==> src/rtl/slid_pkg.sv <==
// Shared types, codes and sizes for the sorted list insert/delete unit.
`timescale 1ns / 1ps

package slid_pkg;

  // Sizes
  localparam int DATA_W       = 32;
  localparam int OP_W         = 2;
  localparam int STATUS_W     = 3;
  localparam int DEF_CAPACITY = 16;
  localparam int QUEUE_DEPTH  = 2;

  // Input operation codes
  localparam logic [OP_W-1:0] OP_INSERT = 2'd0;
  localparam logic [OP_W-1:0] OP_DELETE = 2'd1;
  localparam logic [OP_W-1:0] OP_DUMP   = 2'd2;

  // Command kinds carried through the queue
  localparam logic [1:0] CMD_INSERT = 2'd0;
  localparam logic [1:0] CMD_DELETE = 2'd1;
  localparam logic [1:0] CMD_DUMP   = 2'd2;

  // Result status codes
  localparam logic [STATUS_W-1:0] ST_OK         = 3'd0;
  localparam logic [STATUS_W-1:0] ST_FULL       = 3'd1;
  localparam logic [STATUS_W-1:0] ST_NOT_FOUND  = 3'd2;
  localparam logic [STATUS_W-1:0] ST_EMPTY      = 3'd3;
  localparam logic [STATUS_W-1:0] ST_ENTRY      = 3'd4;
  localparam logic [STATUS_W-1:0] ST_DUMP_EMPTY = 3'd5;

  // Input beat
  typedef struct packed {
    logic [OP_W-1:0]          operation;
    logic signed [DATA_W-1:0] value;
  } in_beat_t;

  // Result beat
  typedef struct packed {
    logic [STATUS_W-1:0]      status;
    logic signed [DATA_W-1:0] item;
    logic                     last;
  } out_beat_t;

  // Classified command
  typedef struct packed {
    logic [1:0]               kind;
    logic signed [DATA_W-1:0] value;
  } cmd_t;

  // Push request from the front end into the queue
  typedef struct packed {
    logic valid;
    cmd_t cmd;
  } q_push_t;

endpackage

==> src/rtl/slid_front.sv <==
// Front end: accepts input beats and classifies them into commands.
`timescale 1ns / 1ps

module slid_front (
  input  logic                in_valid,
  output logic                in_ready,
  input  slid_pkg::in_beat_t  in_data,
  input  logic                q_full,
  output slid_pkg::q_push_t   push
);

  logic       known;
  logic [1:0] kind;

  // Decode the operation; the unused code is accepted and dropped
  always_comb begin
    known = 1'b1;
    kind  = slid_pkg::CMD_INSERT;
    unique case (in_data.operation)
      slid_pkg::OP_INSERT: kind = slid_pkg::CMD_INSERT;
      slid_pkg::OP_DELETE: kind = slid_pkg::CMD_DELETE;
      slid_pkg::OP_DUMP:   kind = slid_pkg::CMD_DUMP;
      default:             known = 1'b0;
    endcase
  end

  // Take a beat whenever the queue has room
  assign in_ready       = !q_full;
  assign push.valid     = in_valid && in_ready && known;
  assign push.cmd.kind  = kind;
  assign push.cmd.value = in_data.value;

endmodule

==> src/rtl/slid_cmd_queue.sv <==
// Short command queue between the front end and the list engine.
`timescale 1ns / 1ps

module slid_cmd_queue (
  input  logic              clk,
  input  logic              rst_n,
  input  slid_pkg::q_push_t push,
  output logic              q_full,
  output logic              cmd_valid,
  input  logic              cmd_ready,
  output slid_pkg::cmd_t    cmd
);

  localparam int PTR_W  = (slid_pkg::QUEUE_DEPTH > 1) ? $clog2(slid_pkg::QUEUE_DEPTH) : 1;
  localparam int FILL_W = $clog2(slid_pkg::QUEUE_DEPTH + 1);
  localparam logic [PTR_W-1:0]  LAST_PTR = PTR_W'(slid_pkg::QUEUE_DEPTH - 1);
  localparam logic [FILL_W-1:0] FULL_CNT = FILL_W'(slid_pkg::QUEUE_DEPTH);

  slid_pkg::cmd_t    slot_r [slid_pkg::QUEUE_DEPTH];
  logic [PTR_W-1:0]  wr_ptr_r, wr_ptr_nxt;
  logic [PTR_W-1:0]  rd_ptr_r, rd_ptr_nxt;
  logic [FILL_W-1:0] fill_r, fill_nxt;
  logic              do_pop;

  assign q_full    = (fill_r == FULL_CNT);
  assign cmd_valid = (fill_r != '0);
  assign cmd       = slot_r[rd_ptr_r];
  assign do_pop    = cmd_valid && cmd_ready;

  // Advance pointers and fill level
  always_comb begin
    wr_ptr_nxt = wr_ptr_r;
    rd_ptr_nxt = rd_ptr_r;
    fill_nxt   = fill_r;
    if (push.valid) begin
      wr_ptr_nxt = (wr_ptr_r == LAST_PTR) ? '0 : wr_ptr_r + PTR_W'(1);
    end
    if (do_pop) begin
      rd_ptr_nxt = (rd_ptr_r == LAST_PTR) ? '0 : rd_ptr_r + PTR_W'(1);
    end
    if (push.valid && !do_pop) begin
      fill_nxt = fill_r + FILL_W'(1);
    end else if (!push.valid && do_pop) begin
      fill_nxt = fill_r - FILL_W'(1);
    end
  end

  always_ff @(posedge clk) begin
    if (!rst_n) begin
      wr_ptr_r <= '0;
      rd_ptr_r <= '0;
      fill_r   <= '0;
    end else begin
      wr_ptr_r <= wr_ptr_nxt;
      rd_ptr_r <= rd_ptr_nxt;
      fill_r   <= fill_nxt;
    end
  end

  // Store the pushed command
  always_ff @(posedge clk) begin
    if (push.valid) begin
      slot_r[wr_ptr_r] <= push.cmd;
    end
  end

endmodule

==> src/rtl/slid_back.sv <==
// List engine: row of sorted cells, insert/delete shifts and dump rotation.
`timescale 1ns / 1ps

module slid_back #(
  parameter int CAPACITY = slid_pkg::DEF_CAPACITY
) (
  input  logic                clk,
  input  logic                rst_n,
  input  logic                cmd_valid,
  output logic                cmd_ready,
  input  slid_pkg::cmd_t      cmd,
  output logic                out_valid,
  input  logic                out_ready,
  output slid_pkg::out_beat_t out_data
);

  localparam int CW = $clog2(CAPACITY + 1);
  localparam logic [CW-1:0] CAP_CNT = CW'(CAPACITY);

  localparam logic S_IDLE = 1'b0;
  localparam logic S_DUMP = 1'b1;

  logic signed [slid_pkg::DATA_W-1:0] cell_r  [CAPACITY];
  logic signed [slid_pkg::DATA_W-1:0] ins_val [CAPACITY];
  logic signed [slid_pkg::DATA_W-1:0] del_val [CAPACITY];
  logic signed [slid_pkg::DATA_W-1:0] rot_val [CAPACITY];

  logic [CAPACITY-1:0] keep_ins, keep_del, match;
  logic [CW-1:0]       count_r, count_nxt;
  logic [CW-1:0]       idx_r, idx_nxt;
  logic                state_r, state_nxt;
  slid_pkg::out_beat_t out_r, out_nxt;
  logic                out_valid_r, out_valid_nxt;
  logic                slot_free, pop, full, empty, found, dump_last;
  logic                upd_ins, upd_del, upd_rot;
  logic [CW-1:0]       top_idx;

  assign slot_free = !out_valid_r || out_ready;
  assign cmd_ready = (state_r == S_IDLE) && slot_free;
  assign pop       = cmd_valid && cmd_ready;
  assign full      = (count_r == CAP_CNT);
  assign empty     = (count_r == '0);
  assign found     = |match;
  assign top_idx   = count_r - CW'(1);
  assign dump_last = (idx_r == top_idx);

  // Per-cell compare and candidate next values
  for (genvar i = 0; i < CAPACITY; i++) begin : g_cell
    logic occupied, lt, eq;
    logic signed [slid_pkg::DATA_W-1:0] prev_v, next_v;

    assign occupied    = (CW'(i) < count_r);
    assign lt          = (cell_r[i] < cmd.value);
    assign eq          = (cell_r[i] == cmd.value);
    assign keep_ins[i] = occupied && (lt || eq);
    assign keep_del[i] = occupied && lt;
    assign match[i]    = occupied && eq;

    if (i == 0) begin : g_first
      assign prev_v = cmd.value;
    end else begin : g_mid
      assign prev_v = keep_ins[i-1] ? cmd.value : cell_r[i-1];
    end
    if (i == CAPACITY - 1) begin : g_top
      assign next_v = cell_r[i];
    end else begin : g_below
      assign next_v = cell_r[i+1];
    end

    assign ins_val[i] = keep_ins[i] ? cell_r[i] : prev_v;
    assign del_val[i] = keep_del[i] ? cell_r[i] : next_v;
    assign rot_val[i] = (CW'(i) == top_idx) ? cell_r[0] : next_v;
  end

  // Sequence commands and dump streaming
  always_comb begin
    state_nxt     = state_r;
    count_nxt     = count_r;
    idx_nxt       = idx_r;
    out_nxt       = out_r;
    out_valid_nxt = out_valid_r && !out_ready;
    upd_ins       = 1'b0;
    upd_del       = 1'b0;
    upd_rot       = 1'b0;
    unique case (state_r)
      S_IDLE: begin
        if (pop) begin
          out_nxt.item = '0;
          out_nxt.last = 1'b1;
          unique case (cmd.kind)
            slid_pkg::CMD_INSERT: begin
              out_valid_nxt = 1'b1;
              if (full) begin
                out_nxt.status = slid_pkg::ST_FULL;
              end else begin
                out_nxt.status = slid_pkg::ST_OK;
                upd_ins        = 1'b1;
                count_nxt      = count_r + CW'(1);
              end
            end
            slid_pkg::CMD_DELETE: begin
              out_valid_nxt = 1'b1;
              if (empty) begin
                out_nxt.status = slid_pkg::ST_EMPTY;
              end else if (!found) begin
                out_nxt.status = slid_pkg::ST_NOT_FOUND;
              end else begin
                out_nxt.status = slid_pkg::ST_OK;
                upd_del        = 1'b1;
                count_nxt      = top_idx;
              end
            end
            slid_pkg::CMD_DUMP: begin
              if (empty) begin
                out_valid_nxt  = 1'b1;
                out_nxt.status = slid_pkg::ST_DUMP_EMPTY;
              end else begin
                state_nxt = S_DUMP;
                idx_nxt   = '0;
              end
            end
            default: begin
              out_nxt = out_r;
            end
          endcase
        end
      end
      S_DUMP: begin
        if (slot_free) begin
          out_valid_nxt  = 1'b1;
          out_nxt.status = slid_pkg::ST_ENTRY;
          out_nxt.item   = cell_r[0];
          out_nxt.last   = dump_last;
          upd_rot        = 1'b1;
          idx_nxt        = idx_r + CW'(1);
          if (dump_last) begin
            state_nxt = S_IDLE;
          end
        end
      end
      default: begin
        state_nxt = S_IDLE;
      end
    endcase
  end

  always_ff @(posedge clk) begin
    if (!rst_n) begin
      state_r     <= S_IDLE;
      count_r     <= '0;
      idx_r       <= '0;
      out_valid_r <= 1'b0;
    end else begin
      state_r     <= state_nxt;
      count_r     <= count_nxt;
      idx_r       <= idx_nxt;
      out_valid_r <= out_valid_nxt;
    end
  end

  // Update the cell row and the result register
  always_ff @(posedge clk) begin
    out_r <= out_nxt;
    for (int i = 0; i < CAPACITY; i++) begin
      if (upd_ins) begin
        cell_r[i] <= ins_val[i];
      end else if (upd_del) begin
        cell_r[i] <= del_val[i];
      end else if (upd_rot) begin
        cell_r[i] <= rot_val[i];
      end
    end
  end

  assign out_valid = out_valid_r;
  assign out_data  = out_r;

`ifndef NO_ASSERTIONS
  a_count_bound: assert property (@(posedge clk) disable iff (!rst_n)
    count_r <= CAP_CNT)
    else $error("entry count above capacity");

  a_sorted_head: assert property (@(posedge clk) disable iff (!rst_n)
    (state_r == S_IDLE && count_r >= CW'(2)) |-> (cell_r[0] <= cell_r[1]))
    else $error("list head out of order");

  a_full_hold: assert property (@(posedge clk) disable iff (!rst_n)
    (pop && cmd.kind == slid_pkg::CMD_INSERT && full) |=> (count_r == $past(count_r)))
    else $error("refused insert changed the count");

  a_dump_end: assert property (@(posedge clk) disable iff (!rst_n)
    (state_r == S_DUMP && slot_free && dump_last) |=> (state_r == S_IDLE && out_r.last))
    else $error("dump did not end on its last entry");
`endif

endmodule

==> src/rtl/sorted_list_insert_delete_unit.sv <==
// Top level of the sorted list insert/delete unit.
// Usage: the input channel (in_valid/in_ready/in_data) takes one beat per
// command: insert, delete or dump of a signed 32-bit value list kept in
// ascending order, up to CAPACITY entries. The result channel
// (out_valid/out_ready/out_data) returns one status beat per insert or
// delete, and one beat per stored entry for a dump (a single beat when
// the list is empty); the final beat of every command has last set.
// The unused operation code is taken and dropped with no result.
// A status beat passes through the command queue and then the result
// register after its command is taken.
// Throughput: insert and delete run at one per cycle through the cell row
// (all cells compare and shift at once) while the receiver takes results;
// a dump holds the engine while it rotates the cell row past the head
// cell. A two-beat command queue decouples intake from the engine.
// Reset empties the list and the queue; no clearing pass is needed.
// When the receiver stalls, the result register holds its beat, the
// engine waits, and intake continues until the queue fills.
`timescale 1ns / 1ps

module sorted_list_insert_delete_unit #(
  parameter int CAPACITY = slid_pkg::DEF_CAPACITY
) (
  input  logic                clk,
  input  logic                rst_n,
  input  logic                in_valid,
  output logic                in_ready,
  input  slid_pkg::in_beat_t  in_data,
  output logic                out_valid,
  input  logic                out_ready,
  output slid_pkg::out_beat_t out_data
);

  slid_pkg::q_push_t push;
  slid_pkg::cmd_t    cmd;
  logic              q_full;
  logic              cmd_valid;
  logic              cmd_ready;

  slid_front u_front (
    .in_valid (in_valid),
    .in_ready (in_ready),
    .in_data  (in_data),
    .q_full   (q_full),
    .push     (push)
  );

  slid_cmd_queue u_queue (
    .clk       (clk),
    .rst_n     (rst_n),
    .push      (push),
    .q_full    (q_full),
    .cmd_valid (cmd_valid),
    .cmd_ready (cmd_ready),
    .cmd       (cmd)
  );

  slid_back #(
    .CAPACITY (CAPACITY)
  ) u_back (
    .clk       (clk),
    .rst_n     (rst_n),
    .cmd_valid (cmd_valid),
    .cmd_ready (cmd_ready),
    .cmd       (cmd),
    .out_valid (out_valid),
    .out_ready (out_ready),
    .out_data  (out_data)
  );

endmodule

==> config.mk <==
export PLATFORM = sky130hd
export DESIGN_NAME = sorted_list_insert_delete_unit
export DESIGN_NICKNAME = d
export VERILOG_FILES = /design/src/rtl/slid_pkg.sv /design/src/rtl/slid_front.sv /design/src/rtl/slid_cmd_queue.sv /design/src/rtl/slid_back.sv /design/src/rtl/sorted_list_insert_delete_unit.sv
export SDC_FILE = /design/constraint.sdc
export NUM_CORES = 2
export LEC_CHECK = 0
export BUFFER_PORTS_ARGS = -buffer_cell sky130_fd_sc_hd__buf_2
export CAP_MARGIN = 20
export CORE_MARGIN = 2
export CORE_UTILIZATION = 30
export DETAILED_ROUTE_END_ITERATION = 16
export SKIP_CTS_REPAIR_TIMING = 1
export SLEW_MARGIN = 20
export SYNTH_ARGS = -nofsm -noshare
export SYNTH_HDL_FRONTEND = slang
export SYNTH_HIERARCHICAL = 1
export SYNTH_SLANG_ARGS = --single-unit
==> constraint.sdc <==
create_clock -name clk -period 8 [get_ports clk]
set_input_delay 1.6 -clock clk [delete_from_list [all_inputs] [get_ports clk]]
set_output_delay 1.6 -clock clk [all_outputs]
set_load 0.02 [all_outputs]
---- After elaboration in Yosys (flattened, before gate mapping) ----
Memories as Yosys holds them, arrays and structs flattened. A register that Yosys moved wholly into a read port is not among the register bits.
Index checks and enable logic that the tools add are counted.
storage, ports and cells
  bits of input ports ..................... 38
  word-level logic and storage cells ...... 376
  output and inout bits ................... 38
  bits in read-only memories .............. 0
  memory bits (writable) .................. 580
  bits in latches ......................... 0
  memories kept ........................... 2
  register bits ........................... 52
operators by class
  bitwise logic cells ..................... 33
  divide/modulo/power cells ............... 0
  eq/ne operators ......................... 48
  $lt $le $gt $ge ......................... 32
  shift operators ......................... 0
  multiplexer cells ....................... 153
  reductions and logical operators ........ 91
  $mul .................................... 0
  $add $sub $neg .......................... 7
memories
  name            depth  width  read ports  clocked after memory_dff  wr ports  line                  source
  u_back.cell_r   16     32     16          0                         16        slid_back.sv:23       logic signed [slid_pkg::DATA_W-1:0] cell_r [CAPACITY];
  u_queue.slot_r  2      34     1           1                         1         slid_cmd_queue.sv:19  slid_pkg::cmd_t slot_r [slid_pkg::QUEUE_DEPTH];
operators by type and width
  kind                                                number
  two-way mux 32 bit                                  94
  equality test 32 bit                                16
  < comparator 32 bit                                 16
  two-way mux 36 bit                                  2
  case mux 36 bit (2 select lines)                    1
  logical AND 1 bit                                   54
  equality test 4 x 5 -> 1 bit, first input constant  8
  < comparator 4 x 5 -> 1 bit, first input constant   8
  two-way mux 1 bit                                   36
  two-way mux 5 bit                                   7
  two-way mux 33 bit                                  1
  OR 1 bit                                            32
  equality test 3 x 5 -> 1 bit, first input constant  4
  < comparator 3 x 5 -> 1 bit, first input constant   4
  case mux 5 bit (2 select lines)                     2
  logical OR 1 bit                                    17
  OR reduction 16 bit                                 1
  != test 2 bit, second input constant                7
  adder 5 x 1 -> 5 bit, second input constant         2
  equality test 2 x 5 -> 1 bit, first input constant  2
  logical NOT 5 bit                                   2
  < comparator 1 x 5 -> 1 bit, first input constant   2
  < comparator 2 x 5 -> 1 bit, first input constant   2
  case mux 3 bit (3 select lines)                     1
  25 further kinds                                    43

---- Longest topological paths before layout ----
An unclocked memory read counts as a cell.
  word-level depth ........................ 14
  depth in mapped cells ................... 17
  depth with buffers taken out ............ 11

---- Cells and area by module ----
Netlist, hierarchy kept.
modules (own cells, without submodules)
  module          seq. area each (um^2)  cells an instance  instances  area each (um^2)
  slid_back       16696.0                4078               1          42430.7
  slid_cmd_queue  2142.1                 128                1          2670.1
  slid_front      0.0                    37                 1          271.5

---- Worst setup path after synthesis ----
No wires, ideal clock.
  kind .................................... register to register
  start point ............................. register with a tool-made name
  end point ............................... memory u_back/cell_r[0][0] (netlist name) (enable)
  buffers on the path ..................... 5
  setup time .............................. 0.480 ns
  data required time ...................... 7.520 ns
  data arrival time ....................... 5.885 ns
  setup slack ............................. 1.635 ns
  stages on the path, launching flop included .. 17
  period minus slack after synthesis ...... 6.365 ns
  cells stage by stage .................... dfxtp_1 -> buf_2 -> buf_4 -> mux2_2 -> clkbuf_1 -> inv_1 -> ha_1 -> nand4_1 -> nor4_1 -> nand4_1 -> o2111ai_2 -> nor4_4 -> o21ai_1 -> buf_2 -> buf_2 -> a21oi_1 -> a311oi_1
RTL lines
  element        line
  end, declared  slid_back.sv:23

==> flow_summary.json <==
{
  "finalHoldViolCount": 0,
  "cp_max_fo": 20,
  "slowest_delay_ps": 970,
  "use_met1_pct": 35.8,
  "synthSimpleGateAreaFrac_pct": 8.36,
  "cts_buffers": 77,
  "place_area_um2": 48400,
  "cts_tree": "built",
  "synthTopCellsByArea": "edfxtp_1 (41%), ha_1 (14%), mux2i_1 (10%), a22oi_1 (6.3%), o21ai_0 (5.1%)",
  "ir_drop_mv": 0.226,
  "clkSinkCount": 633,
  "port_buffers": 75,
  "syn2layout_area_growth_pct": 12.2,
  "rsz0062_at_grt": "false",
  "maxCapViolCount": 0,
  "worst_ep_arrival_time_ps": 7510,
  "dpl.hpwl_mm": 144,
  "cp-start-kind": "flip-flop",
  "yosys_register_bits": 633,
  "gr-total-overflow": 0,
  "gp_congestion": 1.06,
  "synth_seq_area_share_pct": 41.5,
  "die_width_um": 393,
  "end_kind": "flip-flop",
  "worst-slew-pin-transition_ps": 1340,
  "synth_async_sr_flop_share_pct": 0,
  "met2_usage_pct": 37.0,
  "synth_top_family_by_area": "compound AO/OA/AOI/OAI gates",
  "grtUsageTotal_pct": 25.9,
  "path_delay_family": "buffers and inverters",
  "crit_chain": "buf_4, mux2_2, inv_1, ha_1, nand4_1, nor3_1, a21boi_0, or4b_2, a21oi_1, o221ai_4, buf_4, mux2i_1, o21ai_1",
  "grt_max_degree": 130,
  "setup_violations": 0,
  "rrSetupSlack_ps": 910,
  "critPathRequiredTime_ps": 8420,
  "syn-num-nets": 4805,
  "viasPerCell": 6.29,
  "nNetsFinal": 4751,
  "critPathSlowestCell": "nor3_1",
  "status": "completed",
  "yosys.area_share.adder_pct": 14.4,
  "routed_wl_mm": 206,
  "drt_iter0_markers": 6243,
  "htree_levels": 3,
  "hold_slack_ps": 523,
  "antenna_found_initial": 20,
  "ios": 76,
  "setup-tns-final_ps": 0,
  "design_area_um2": 50900,
  "fillers": 15011,
  "die_h_um": 393,
  "grt_use_met3_pct": 6.95,
  "synth_largest_area_cell": "edfxtp_1",
  "avgRoutedWirePerCell_um": 32.8,
  "period_minus_slack_ps": 7090,
  "cts-root-buf": "clkbuf_16",
  "clock_skew_ps": 37.6,
  "finalCritPeriodShare_pct": 88.6,
  "cts_buffer_depth": 3,
  "initial_core_util_pct": 30.3,
  "synth-xor-area-share_pct": 0.367,
  "synth_common_cells": "edfxtp_1 (616), ha_1 (524), o21ai_0 (458)",
  "clk_pin_slew_ps": 60,
  "firstDrtPassIters": 6,
  "slew_headroom_pct": 9.87,
  "ys_warn_count": 6,
  "clock.fmax_mhz": 141,
  "clk_latency_ps": 700,
  "vias": 39451,
  "yosysMostFrequentCell": "edfxtp_1",
  "post-route-drc-count": 0,
  "drive_gt1_share_pct": 11.0,
  "fin_cells": 6271,
  "ant_nets": 0,
  "dp_cells": 6126,
  "synthFlopType": "edfxtp_1",
  "crit_buf_inv": 3,
  "hold_path_class": "reg -> reg",
  "dieArea_um2": 154000,
  "core_um2": 150000,
  "synth_mux_area_share_pct": 11.8,
  "netlist_instances": 4243,
  "yosys.area.top_type_share_pct": 40.8,
  "grt_pass1_wl_mm": 285,
  "grt_busiest_layer": "met2",
  "cp_common_cell": "buf_4",
  "synth_edf_count": 616,
  "rows": 142,
  "path_class": "reg -> reg",
  "grt_pass1_vias": 37038,
  "synth-compound-area-share_pct": 19.7,
  "powerDensity_nw_per_um2": 391,
  "maxSlewViolCount": 0,
  "syn_area_per_cell_um2": 10.7,
  "syn_area_um2": 45400,
  "leakage_nw": 19.4,
  "synth_cell_types": 83
}
-- kinds of logic (layout without fill, tap and decap cells) --
kind of cell               after synthesis  after routing
AOI/OAI and AO/OA                     1410           1410
and+or+nand+nor                        743            743
DFF                                    633            633
xor gates and xnor gates                19             19
adders and majority gates              524            524
muxes                                  524            524
other                                    0              5
buffers and inverters                  390            397
-- state kept, by name, indices dropped and copies added, names as in the netlist, named ones only --
register / count
u_queue/fill_r: 2
u_back/cell_r: 512
u_back/state_r: 1
u_back/out_valid: 1
u_back/idx_r: 5
u_queue/rd_ptr_r: 1
u_queue/slot_r: 68
u_queue/wr_ptr_r: 1
u_back/out_data: 36
u_back/count_r: 5
-- power by group --
part | total, mW | internal [mW] | switching (mW)
clock network | 3.59 | 2.03 | 1.57
registers | 6.61 | 5.35 | 1.26
logic | 9.70 | 3.05 | 6.64
total | 19.9 | 10.4 | 9.47
-- worst paths after layout --
| kind | from | endpoint | cells after the start |
|---|---|---|---|
| worst max-delay path | flip-flop | u_back/cell_r[1][88] | 13 |
| worst min-delay path | u_back/idx_r[1] | u_back/idx_r[1] | 2 |
| worst min register to register | u_back/idx_r[1] | u_back/idx_r[1] | 2 |
| worst max register to register | flip-flop | u_back/cell_r[1][88] | 13 |
-- metrics by stage --
step	util, %	worst slack, ps	total power [mW]
global route	33.9	1040	20.7
global placement	32.2	1180	15.8
finish	33.9	910	19.9
detailed placement	32.3	1270	15.9
floorplan	-	1630	11.7
CTS	33.9	1250	19.6
-- per-layer routing --
metal	up-vias	share of wire [%]	routed length [um]
met5	-	0.028	57
met4	10	5.5	11400
li1	16595	-	-
met3	564	13	26300
met2	2975	41	84400
met1	19307	41	83500
-- worst register-to-register path: stages, from the launching register on --
cell	delay (ps)
dfxtp_2	530
buf_4	540
mux2_2	580
inv_1	660
ha_1	300
nand4_1	300
nor3_1	970
a21boi_0	560
or4b_2	310
a21oi_1	140
o221ai_4	880
buf_4	650
mux2i_1	320
o21ai_1	80
-- cells in the final DEF (no fill, tap or decap), drive strengths merged, types with 6 or more instances in the layout --
master	synthesis	routed
nor2b	23	23
and2	75	75
nand2b	13	13
mux2i	455	455
and3	7	7
xnor2	14	14
a21o	46	46
o211ai	25	25
a21oi	238	238
nor2	85	85
a221o	36	36
a211oi	20	20
mux2	69	69
o221ai	17	17
a21boi	12	12
o21a	11	11
nand2	255	255
nor3	24	24
a22oi	380	380
edfxtp	616	616
a31oi	11	11
nor4	32	32
nand3	67	67
clkbuf	199	101
and4	9	9
nand4	127	127
or2	6	6
inv	66	71
buf	125	191
ha	524	524
o22ai	7	7
clkinv	0	27
dfxtp	17	17
o21ai	545	545
o31ai	18	18
-- final cells by class --
cell class | instances | area (um^2) | area share (%)
clock inverter | 39 | 395 | 0.777
sequential | 633 | 18800 | 37.0
antenna | 5 | 12.5 | 0.0246
timing repair buffer | 191 | 1490 | 2.93
clock buffer | 101 | 2100 | 4.12
multi-input combinational | 3220 | 25300 | 49.7
inverter | 66 | 248 | 0.487
tap | 2016 | 2520 | 4.96
Note: power is estimated with default switching activity, not from simulation.
